## src/sv/msq_pkg.sv

```systemverilog
`default_nettype none
// ----------------------------------------------------------------------------
// msq_pkg
// Shared types, constants and the per-case primitive table of the marching
// squares cell mesher.
// ----------------------------------------------------------------------------
package msq_pkg;

  localparam int MSQ_MAX_DIM = 1024;
  localparam int DIM_W       = 11;
  localparam int IDX_W       = 22;
  localparam int COORD_W     = 10;
  localparam int SAMPLE_W    = 16;

  localparam logic [10:0] GRID_RESET = 11'd64;

  // register indexes on the config port
  localparam logic REG_GRID_COLUMNS = 1'b0;
  localparam logic REG_GRID_ROWS    = 1'b1;

  // primitive kinds
  localparam logic PRIM_TRI  = 1'b0;
  localparam logic PRIM_LINE = 1'b1;

  // cell vertices: corners V_TL, V_TR, V_BL, V_BR, then edge midpoints V_T, V_B, V_L, V_R
  typedef enum logic [2:0] {
    V_TL = 3'd0,
    V_TR = 3'd1,
    V_BL = 3'd2,
    V_BR = 3'd3,
    V_T  = 3'd4,
    V_B  = 3'd5,
    V_L  = 3'd6,
    V_R  = 3'd7
  } vsel_t;

  typedef struct packed {
    logic  kind;
    vsel_t v0;
    vsel_t v1;
    vsel_t v2;
  } prim_t;

  function automatic prim_t mk(input logic kind, input vsel_t a, input vsel_t b,
                               input vsel_t c);
    prim_t p;
    p.kind = kind;
    p.v0   = a;
    p.v1   = b;
    p.v2   = c;
    return p;
  endfunction

  // number of primitives a case emits
  function automatic logic [2:0] mesh_count(input logic [3:0] c);
    logic [2:0] n;
    unique case (c)
      4'd0:                          n = 3'd0;
      4'd1, 4'd2, 4'd4, 4'd8, 4'd15: n = 3'd2;
      4'd3, 4'd5, 4'd10, 4'd12:      n = 3'd3;
      default:                       n = 3'd4;
    endcase
    return n;
  endfunction

  // primitive k of case c; line entries leave the third vertex unused
  function automatic prim_t mesh_prim(input logic [3:0] c, input logic [1:0] k);
    prim_t p;
    unique case ({c, k})
      {4'd1, 2'd0}:  p = mk(PRIM_TRI,  V_TL, V_T,  V_L);
      {4'd1, 2'd1}:  p = mk(PRIM_LINE, V_L,  V_T,  V_TL);
      {4'd2, 2'd0}:  p = mk(PRIM_TRI,  V_T,  V_TR, V_R);
      {4'd2, 2'd1}:  p = mk(PRIM_LINE, V_T,  V_R,  V_TL);
      {4'd3, 2'd0}:  p = mk(PRIM_TRI,  V_TL, V_TR, V_R);
      {4'd3, 2'd1}:  p = mk(PRIM_TRI,  V_TL, V_R,  V_L);
      {4'd3, 2'd2}:  p = mk(PRIM_LINE, V_L,  V_R,  V_TL);
      {4'd4, 2'd0}:  p = mk(PRIM_TRI,  V_BL, V_L,  V_B);
      {4'd4, 2'd1}:  p = mk(PRIM_LINE, V_B,  V_L,  V_TL);
      {4'd5, 2'd0}:  p = mk(PRIM_TRI,  V_TL, V_T,  V_B);
      {4'd5, 2'd1}:  p = mk(PRIM_TRI,  V_TL, V_B,  V_BL);
      {4'd5, 2'd2}:  p = mk(PRIM_LINE, V_B,  V_T,  V_TL);
      {4'd6, 2'd0}:  p = mk(PRIM_TRI,  V_BL, V_L,  V_B);
      {4'd6, 2'd1}:  p = mk(PRIM_TRI,  V_T,  V_TR, V_R);
      {4'd6, 2'd2}:  p = mk(PRIM_LINE, V_B,  V_L,  V_TL);
      {4'd6, 2'd3}:  p = mk(PRIM_LINE, V_T,  V_R,  V_TL);
      {4'd7, 2'd0}:  p = mk(PRIM_TRI,  V_TL, V_TR, V_R);
      {4'd7, 2'd1}:  p = mk(PRIM_TRI,  V_TL, V_R,  V_B);
      {4'd7, 2'd2}:  p = mk(PRIM_TRI,  V_TL, V_B,  V_BL);
      {4'd7, 2'd3}:  p = mk(PRIM_LINE, V_B,  V_R,  V_TL);
      {4'd8, 2'd0}:  p = mk(PRIM_TRI,  V_R,  V_BR, V_B);
      {4'd8, 2'd1}:  p = mk(PRIM_LINE, V_R,  V_B,  V_TL);
      {4'd9, 2'd0}:  p = mk(PRIM_TRI,  V_R,  V_BR, V_B);
      {4'd9, 2'd1}:  p = mk(PRIM_TRI,  V_L,  V_TL, V_T);
      {4'd9, 2'd2}:  p = mk(PRIM_LINE, V_L,  V_T,  V_TL);
      {4'd9, 2'd3}:  p = mk(PRIM_LINE, V_R,  V_B,  V_TL);
      {4'd10, 2'd0}: p = mk(PRIM_TRI,  V_T,  V_TR, V_BR);
      {4'd10, 2'd1}: p = mk(PRIM_TRI,  V_T,  V_BR, V_B);
      {4'd10, 2'd2}: p = mk(PRIM_LINE, V_T,  V_B,  V_TL);
      {4'd11, 2'd0}: p = mk(PRIM_TRI,  V_TL, V_TR, V_BR);
      {4'd11, 2'd1}: p = mk(PRIM_TRI,  V_TL, V_BR, V_B);
      {4'd11, 2'd2}: p = mk(PRIM_TRI,  V_TL, V_B,  V_L);
      {4'd11, 2'd3}: p = mk(PRIM_LINE, V_L,  V_B,  V_TL);
      {4'd12, 2'd0}: p = mk(PRIM_TRI,  V_L,  V_R,  V_BR);
      {4'd12, 2'd1}: p = mk(PRIM_TRI,  V_L,  V_BR, V_BL);
      {4'd12, 2'd2}: p = mk(PRIM_LINE, V_R,  V_L,  V_TL);
      {4'd13, 2'd0}: p = mk(PRIM_TRI,  V_TL, V_T,  V_R);
      {4'd13, 2'd1}: p = mk(PRIM_TRI,  V_TL, V_R,  V_BR);
      {4'd13, 2'd2}: p = mk(PRIM_TRI,  V_TL, V_BR, V_BL);
      {4'd13, 2'd3}: p = mk(PRIM_LINE, V_R,  V_T,  V_TL);
      {4'd14, 2'd0}: p = mk(PRIM_TRI,  V_T,  V_TR, V_BR);
      {4'd14, 2'd1}: p = mk(PRIM_TRI,  V_T,  V_BR, V_BL);
      {4'd14, 2'd2}: p = mk(PRIM_TRI,  V_T,  V_BL, V_L);
      {4'd14, 2'd3}: p = mk(PRIM_LINE, V_T,  V_L,  V_TL);
      {4'd15, 2'd0}: p = mk(PRIM_TRI,  V_TL, V_TR, V_BR);
      {4'd15, 2'd1}: p = mk(PRIM_TRI,  V_TL, V_BR, V_BL);
      default:       p = mk(PRIM_TRI,  V_TL, V_TL, V_TL);
    endcase
    return p;
  endfunction

endpackage
`default_nettype wire

```

## src/sv/marching_squares_cell_mesher_unit.sv

```systemverilog
`default_nettype none
// ----------------------------------------------------------------------------
// marching_squares_cell_mesher_unit
// Classifies one grid cell by its corner signs and emits the filled triangles
// and border lines of that case as global vertex indices.
// ----------------------------------------------------------------------------
// Usage:
//   A cell word (coordinates and four corner samples) is taken at a rising
//   edge where start is high and busy is low. Each primitive appears on the
//   result ports for one cycle with result_valid high; last_of_cell marks the
//   final primitive of a cell. The receiver cannot stall the results.
//   A word passes four register stages, then the output register, before
//   its first primitive shows. The emit stage hands out one primitive a
//   cycle and holds a cell until it hands out its last primitive; an empty
//   cell emits nothing. Words can be taken every cycle while the emit stage
//   keeps up; busy rises while it is still working on a cell.
//   Grid size comes from grid_columns and grid_rows on the APB port; the
//   user must write them only while the block is idle, which the block does
//   not enforce. Both reset to 64 and are clamped to 2..MAX_DIM when used.
//   Reset empties the pipeline at once.
// ----------------------------------------------------------------------------
module marching_squares_cell_mesher_unit
  import msq_pkg::*;
#(
  parameter int MAX_DIM = MSQ_MAX_DIM
) (
  input  wire logic                       clk,
  input  wire logic                       rst,
  // config port
  input  wire logic                       psel,
  input  wire logic                       penable,
  input  wire logic                       pwrite,
  input  wire logic [2:0]                 paddr,
  input  wire logic [31:0]                pwdata,
  output logic      [31:0]                prdata,
  output logic                            pready,
  // cell word
  input  wire logic                       start,
  output logic                            busy,
  input  wire logic [COORD_W-1:0]         cell_x,
  input  wire logic [COORD_W-1:0]         cell_y,
  input  wire logic signed [SAMPLE_W-1:0] sample_top_left,
  input  wire logic signed [SAMPLE_W-1:0] sample_top_right,
  input  wire logic signed [SAMPLE_W-1:0] sample_bottom_left,
  input  wire logic signed [SAMPLE_W-1:0] sample_bottom_right,
  // primitives
  output logic                            result_valid,
  output logic                            prim_kind,
  output logic [IDX_W-1:0]                vertex_first,
  output logic [IDX_W-1:0]                vertex_second,
  output logic [IDX_W-1:0]                vertex_third,
  output logic [3:0]                      cell_case,
  output logic                            last_of_cell
);

  // config registers
  logic [DIM_W-1:0] grid_columns;
  logic [DIM_W-1:0] grid_rows;
  logic             cfg_wr;

  assign cfg_wr = psel && penable && pwrite && pready;
  assign pready = 1'b1;

  always_ff @(posedge clk) begin
    if (rst) begin
      grid_columns <= GRID_RESET;
      grid_rows    <= GRID_RESET;
    end else if (cfg_wr) begin
      unique case (paddr[2])
        REG_GRID_COLUMNS: grid_columns <= pwdata[DIM_W-1:0];
        REG_GRID_ROWS:    grid_rows    <= pwdata[DIM_W-1:0];
        default:          grid_columns <= grid_columns;
      endcase
    end
  end

  always_comb begin
    unique case (paddr[2])
      REG_GRID_ROWS: prdata = {{(32-DIM_W){1'b0}}, grid_rows};
      default:       prdata = {{(32-DIM_W){1'b0}}, grid_columns};
    endcase
  end

  function automatic logic [DIM_W-1:0] clamp_dim(input logic [DIM_W-1:0] v);
    logic [DIM_W-1:0] r;
    if (v < DIM_W'(2)) begin
      r = DIM_W'(2);
    end else if (32'(v) > MAX_DIM) begin
      r = DIM_W'(MAX_DIM);
    end else begin
      r = v;
    end
    return r;
  endfunction

  // grid-derived constants, registered behind the grid size registers
  logic [DIM_W-1:0] dim_x;
  logic [DIM_W-1:0] dim_y;
  logic [DIM_W-1:0] dim_xm1;
  logic [IDX_W-1:0] node_count;
  logic [IDX_W-1:0] vert_base;   // nodes plus horizontal edges

  always_ff @(posedge clk) begin
    dim_x      <= clamp_dim(grid_columns);
    dim_y      <= clamp_dim(grid_rows);
    dim_xm1    <= clamp_dim(grid_columns) - DIM_W'(1);
    node_count <= IDX_W'(dim_x) * IDX_W'(dim_y);
    vert_base  <= IDX_W'(dim_y) * (IDX_W'(dim_x) + IDX_W'(dim_xm1));
  end

  logic adv;

  // stage 1: classify, register coordinates
  logic               s1_valid;
  logic [COORD_W-1:0] s1_x;
  logic [COORD_W-1:0] s1_y;
  logic [3:0]         s1_case;

  // a sample counts as positive when strictly above zero
  function automatic logic pos(input logic signed [SAMPLE_W-1:0] s);
    return !s[SAMPLE_W-1] && (s != '0);
  endfunction

  always_ff @(posedge clk) begin
    if (rst) begin
      s1_valid <= 1'b0;
    end else if (adv) begin
      s1_valid <= start;
    end
    if (adv) begin
      s1_x    <= cell_x;
      s1_y    <= cell_y;
      s1_case <= {pos(sample_bottom_right), pos(sample_bottom_left),
                  pos(sample_top_right), pos(sample_top_left)};
    end
  end

  // stage 2: row products
  logic               s2_valid;
  logic [COORD_W-1:0] s2_x;
  logic [3:0]         s2_case;
  logic [IDX_W-1:0]   s2_yx;
  logic [IDX_W-1:0]   s2_yxm;

  always_ff @(posedge clk) begin
    if (rst) begin
      s2_valid <= 1'b0;
    end else if (adv) begin
      s2_valid <= s1_valid;
    end
    if (adv) begin
      s2_x    <= s1_x;
      s2_case <= s1_case;
      s2_yx   <= IDX_W'(s1_y) * IDX_W'(dim_x);
      s2_yxm  <= IDX_W'(s1_y) * IDX_W'(dim_xm1);
    end
  end

  // stage 3: base indices of top-left node, top edge, left edge
  logic             s3_valid;
  logic [3:0]       s3_case;
  logic [IDX_W-1:0] s3_tl;
  logic [IDX_W-1:0] s3_t;
  logic [IDX_W-1:0] s3_l;

  always_ff @(posedge clk) begin
    if (rst) begin
      s3_valid <= 1'b0;
    end else if (adv) begin
      s3_valid <= s2_valid;
    end
    if (adv) begin
      s3_case <= s2_case;
      s3_tl   <= IDX_W'(s2_x) + s2_yx;
      s3_t    <= node_count + IDX_W'(s2_x) + s2_yxm;
      s3_l    <= vert_base + IDX_W'(s2_x) + s2_yx;
    end
  end

  // stage 4: all eight indices, held while the cell's primitives go out
  logic             s4_valid;
  logic [3:0]       s4_case;
  logic [IDX_W-1:0] s4_vidx [8];
  logic [1:0]       s4_lastk;
  logic             s4_empty;
  logic [1:0]       s4_k;
  logic [2:0]       s3_count;
  logic             s4_done;

  assign s3_count = mesh_count(s3_case);
  assign s4_done  = s4_empty || (s4_k == s4_lastk);
  assign adv      = !s4_valid || s4_done;
  assign busy     = !adv;

  always_ff @(posedge clk) begin
    if (rst) begin
      s4_valid <= 1'b0;
      s4_k     <= 2'd0;
    end else if (adv) begin
      s4_valid <= s3_valid;
      s4_k     <= 2'd0;
    end else begin
      s4_k <= s4_k + 2'd1;
    end
    if (adv) begin
      s4_case       <= s3_case;
      s4_empty      <= (s3_count == 3'd0);
      s4_lastk      <= 2'(s3_count - 3'd1);
      s4_vidx[V_TL] <= s3_tl;
      s4_vidx[V_TR] <= s3_tl + IDX_W'(1);
      s4_vidx[V_BL] <= s3_tl + IDX_W'(dim_x);
      s4_vidx[V_BR] <= s3_tl + IDX_W'(dim_x) + IDX_W'(1);
      s4_vidx[V_T]  <= s3_t;
      s4_vidx[V_B]  <= s3_t + IDX_W'(dim_xm1);
      s4_vidx[V_L]  <= s3_l;
      s4_vidx[V_R]  <= s3_l + IDX_W'(1);
    end
  end

  // output register
  prim_t prim;

  assign prim = mesh_prim(s4_case, s4_k);

  always_ff @(posedge clk) begin
    if (rst) begin
      result_valid <= 1'b0;
    end else begin
      result_valid <= s4_valid && !s4_empty;
    end
    prim_kind     <= prim.kind;
    vertex_first  <= s4_vidx[prim.v0];
    vertex_second <= s4_vidx[prim.v1];
    vertex_third  <= (prim.kind == PRIM_LINE) ? '0 : s4_vidx[prim.v2];
    cell_case     <= s4_case;
    last_of_cell  <= (s4_k == s4_lastk);
  end

  // checks
  a_no_result_without_cell: assert property (@(posedge clk) disable iff (rst)
    !s4_valid |=> !result_valid)
    else $error("result strobe without a cell in the emit stage");

  a_line_third_zero: assert property (@(posedge clk) disable iff (rst)
    result_valid && (prim_kind == PRIM_LINE) |-> (vertex_third == '0))
    else $error("border line with nonzero third vertex");

  a_cell_contiguous: assert property (@(posedge clk) disable iff (rst)
    result_valid && !last_of_cell |=> result_valid && $stable(cell_case))
    else $error("primitives of one cell not back to back");

  a_empty_case_silent: assert property (@(posedge clk) disable iff (rst)
    result_valid |-> (cell_case != 4'd0))
    else $error("empty case produced a primitive");

endmodule
`default_nettype wire

```

## config.mk

```make
export PLATFORM = sky130hd
export DESIGN_NAME = marching_squares_cell_mesher_unit
export DESIGN_NICKNAME = d
export VERILOG_FILES = /design/src/sv/msq_pkg.sv /design/src/sv/marching_squares_cell_mesher_unit.sv
export SDC_FILE = /design/constraint.sdc
export NUM_CORES = 2
export LEC_CHECK = 0
export ABC_AREA = 1
export BUFFER_PORTS_ARGS = -buffer_cell sky130_fd_sc_hd__buf_2
export CAP_MARGIN = 20
export CORE_MARGIN = 5
export CORE_UTILIZATION = 45
export CTS_BUF_LIST = sky130_fd_sc_hd__clkbuf_4 sky130_fd_sc_hd__clkbuf_8
export CTS_CLUSTER_SIZE = 28
export DETAILED_ROUTE_END_ITERATION = 10
export HOLD_SLACK_MARGIN = 0.12
export PLACE_DENSITY = 0.61
export SLEW_MARGIN = 20
export SYNTH_ARGS = -nofsm -noshare
export SYNTH_HDL_FRONTEND = slang
export SYNTH_SLANG_ARGS = --single-unit
export TNS_END_PERCENT = 50
```

## constraint.sdc

```tcl
create_clock -name clk -period 17.72 [get_ports clk]
set_input_delay 2.658 -clock clk [delete_from_list [all_inputs] [get_ports clk]]
set_output_delay 2.658 -clock clk [all_outputs]
set_load 0.01 [all_outputs]
```

==> results.py <==
metrics = {
    "clocking": {
        "numClockSinks": 514,
        "cts_max_path_buffers": 3,
        "clk_pin_slew_worst_paths_ns": 0.06,
        "cts_tree": "yes",
        "cts-hold-fix-buffers": 0,
        "root_buffer": "clkbuf_8",
        "cts_made_buffers": 89,
        "htree_levels": 3,
        "post_cts_resized": 0,
        "cts_setup_buffers": 0,
        "worstSkewPairLatency_ns": 0.75,
    },
    "synth": {
        "synth_warnings": 0,
        "synthesis.area_um2": 43400,
        "yosys_register_bits": 514,
        "syn_inst": 5217,
        "synthFlopType": "edfxtp_1",
        "avgSynthCellArea_um2": 8.32,
        "synth-async-reset-ratio": 0,
        "yosys.cell_types.count": 57,
        "synth_edf_count": 333,
        "seq_area_frac_synth": 0.314,
    },
    "placed_design": {
        "place_inst": 6525,
        "place.gp.congestion": 0.919,
        "hpwl_mm": 91.6,
        "preCtsSetupSlack_ns": 10.30,
        "portBuffers": 186,
    },
    "power": {
        "leakagePower_nw": 23.7,
        "clkPwrFrac": 0.150,
        "combPwrFrac": 0.547,
        "netSwitchingFraction": 0.476,
        "netSwitchingPower_mw": 3.72,
        "power_mw": 7.81,
        "ir_drop_mv": 0.147,
        "intPower_mw": 4.10,
        "seq_power_share": 0.303,
        "p_per_area_nw_per_um2": 165,
    },
    "min_path": {
        "holdPathStages": 0,
        "hp-class": "reg -> reg",
        "holdPathEnd": "dim_y[10]",
        "min_from": "grid_rows[10]",
    },
    "timing": {
        "fmax_mhz": 136,
        "fin_skew_ns": 0.0621,
        "drv_slew": 0,
        "slew_headroom": 0.263,
        "finalSetupTns_ns": 0,
        "period_minus_slack_ns": 7.38,
        "finalWorstSetupSlack_ns": 10.34,
        "period_share": 0.416,
        "setup_violations": 0,
        "rsz0062_at_grt": "false",
        "hold_violations": 0,
        "worstMarginPinSlew_ns": 1.10,
    },
    "critical_path": {
        "start_kind": "register",
        "crit_fanout": 12,
        "cp.arrival_ns": 7.99,
        "crit_top_cell": "nand2_1",
        "cp_num_buf_inv": 5,
        "ff2ff_setup_slack_ns": 10.34,
        "max_stage_delay_ns": 0.88,
        "path_depth": 26,
        "cp_slowest_cell": "xor2_1",
        "worst_path_dominant_cell_family": "adder cells",
        "r2r-start": "dim_xm1[2]",
        "reg2regPathDepth": 26,
        "r2r-end": "vert_base[21]",
        "end_kind": "register",
        "crit_start": "dim_xm1[2]",
        "crit_type": "reg -> reg",
        "cp.required_ns": 18.34,
    },
    "floorplanning": {
        "rows": 114,
        "initial_core_util": 0.451,
        "die_width_um": 321,
        "core-area_um2": 96300,
        "dieArea_um2": 103000,
        "die_y_um": 321,
        "ios": 232,
    },
    "run_status": {
        "status": "complete, no violations",
    },
    "global_route": {
        "first_global_vias": 34500,
        "grt_first_pass_wirelength_mm": 191,
        "grt.total_usage": 0.235,
        "grt.overflow.total": 0,
        "antenna_found_initial": 3,
        "grt_max_degree": 176,
    },
    "finish": {
        "areaGrowthSynthToFinish_pct": 8.81,
        "layout-drive-gt1-share": 0.0828,
        "nNetsFinal": 6150,
        "final_cell_mix": "nand2_1 (1262), inv_1 (872), ha_1 (351), fa_1 (334), edfxtp_1 (333)",
        "fin_cells": 6687,
        "fill_cells": 9404,
        "final_common_cell": "nand2_1",
    },
    "route": {
        "firstDrtPassIters": 6,
        "wl_per_cell_um": 18.1,
        "drtIter0Drc": 2742,
        "wl_mm": 121,
        "vias_per_cell": 5.21,
        "drc_errors": 0,
        "vias": 34800,
        "ant_nets": 0,
    },
    "run": {
        "max-cap-violations": 0,
    },
}
-- metal layers --
layer  routed length (um)  part of all wire  vias up  GRT usage
li1                     -                 -    17000          -
met1                52000              0.43    16600      0.310
met2                57700              0.48     1007      0.396
met3                 6870             0.057      209     0.0329
met4                 4510             0.037        0     0.0847
met5                    0                 0        -          0
-- power groups by stage --
stage / Sequential (mW) / Clock, mW / Combinational, mW
2_1_floorplan: 2.21 / 0 / 3.10
3_3_place_gp: 2.37 / 0 / 4.22
3_5_place_dp: 2.39 / 0 / 4.26
4_1_cts: 2.36 / 1.20 / 4.29
5_1_grt: 2.41 / 1.26 / 4.83
6_report: 2.37 / 1.17 / 4.27
-- final cells by class --
class                      instances  area, um2  share of cell area
clock inverter                    43        413             0.00874
antenna                            3       7.51            0.000159
inverter                         885       3320              0.0704
tap                             1276       1600              0.0338
multi-input combinational       3621      25500               0.540
sequential                       514      13600               0.288
clock buffer                     116       1500              0.0318
timing repair buffer             229       1270              0.0268
-- flip-flops by register name, indices dropped and copies added (netlist names), 11 cells and up --
signal / flops
s2_yxm: 21
dim_x: 11
s2_yx: 21
vertex_first: 22
vertex_third: 22
dim_xm1: 11
s3_l: 22
s4_vidx: 176
grid_columns: 11
node_count: 22
vert_base: 22
vertex_second: 22
s3_tl: 22
dim_y: 11
s3_t: 22
grid_rows: 11
-- cell families after synthesis --
logic type      share of synthesized area
other cells                      0.000173
compound gates                      0.103
xor+xnor                           0.0460
flops                               0.314
fa+ha+maj                           0.255
simple gates                        0.180
buf+inv                             0.101
-- Yosys cell counts (2+ instances only) --
master	instances	area share
dfxtp_1	181	0.083
o21ai_2	5	0.0010
xnor2_1	76	0.015
inv_1	872	0.075
conb_1	2	0.00017
a41oi_1	4	0.00081
o21ai_1	47	0.0054
fa_1	334	0.15
nor3_1	37	0.0043
a211oi_1	3	0.00052
nand2_1	1262	0.11
edfxtp_1	333	0.23
buf_6	11	0.0029
a21o_1	4	0.00069
nor3b_1	3	0.00052
nand3_1	168	0.019
o21bai_1	5	0.00086
a31oi_1	12	0.0017
or2_0	12	0.0017
nand3b_1	5	0.00086
nor4_1	23	0.0033
clkinv_1	2	0.00017
o2111ai_1	4	0.00081
o211ai_1	168	0.029
o21a_1	2	0.00035
o21ai_0	262	0.030
or2_1	15	0.0022
nand4_1	31	0.0045
buf_2	65	0.0075
a21boi_0	3	0.00052
buf_4	28	0.0048
inv_2	11	0.00095
and2_1	5	0.00072
xor2_1	152	0.031
a21oi_1	235	0.027
or2_2	30	0.0043
clkbuf_1	112	0.0097
nor2_2	10	0.0014
o221ai_1	2	0.00040
nand2_2	5	0.00072
ha_1	351	0.10
nand3_2	3	0.00069
o31ai_1	10	0.0017
nor2_1	299	0.026
-- how the worst max path moves through the flow --
stage / end / slack [ns]
6_report: vert_base[21] / 10.34
5_1_grt: vert_base[21] / 9.80
4_1_cts: vert_base[21] / 10.31
3_5_place_dp: vert_base[21] / 10.30
3_3_place_gp: vert_base[21] / 10.24
2_1_floorplan: s3_count[1] / 11.19
-- stage by stage --
step / utilization / cell area (um2) / hold slack [ns]
after CTS: 0.491 / 47200 / 0.377
after detailed placement: 0.471 / 45300 / 0.369
after global placement: 0.471 / 45300 / 0.373
after global routing: 0.491 / 47200 / 0.385
after floorplan: - / 43500 / 0.343
final: 0.491 / 47200 / 0.375
Power figures use the tool's default switching activity.
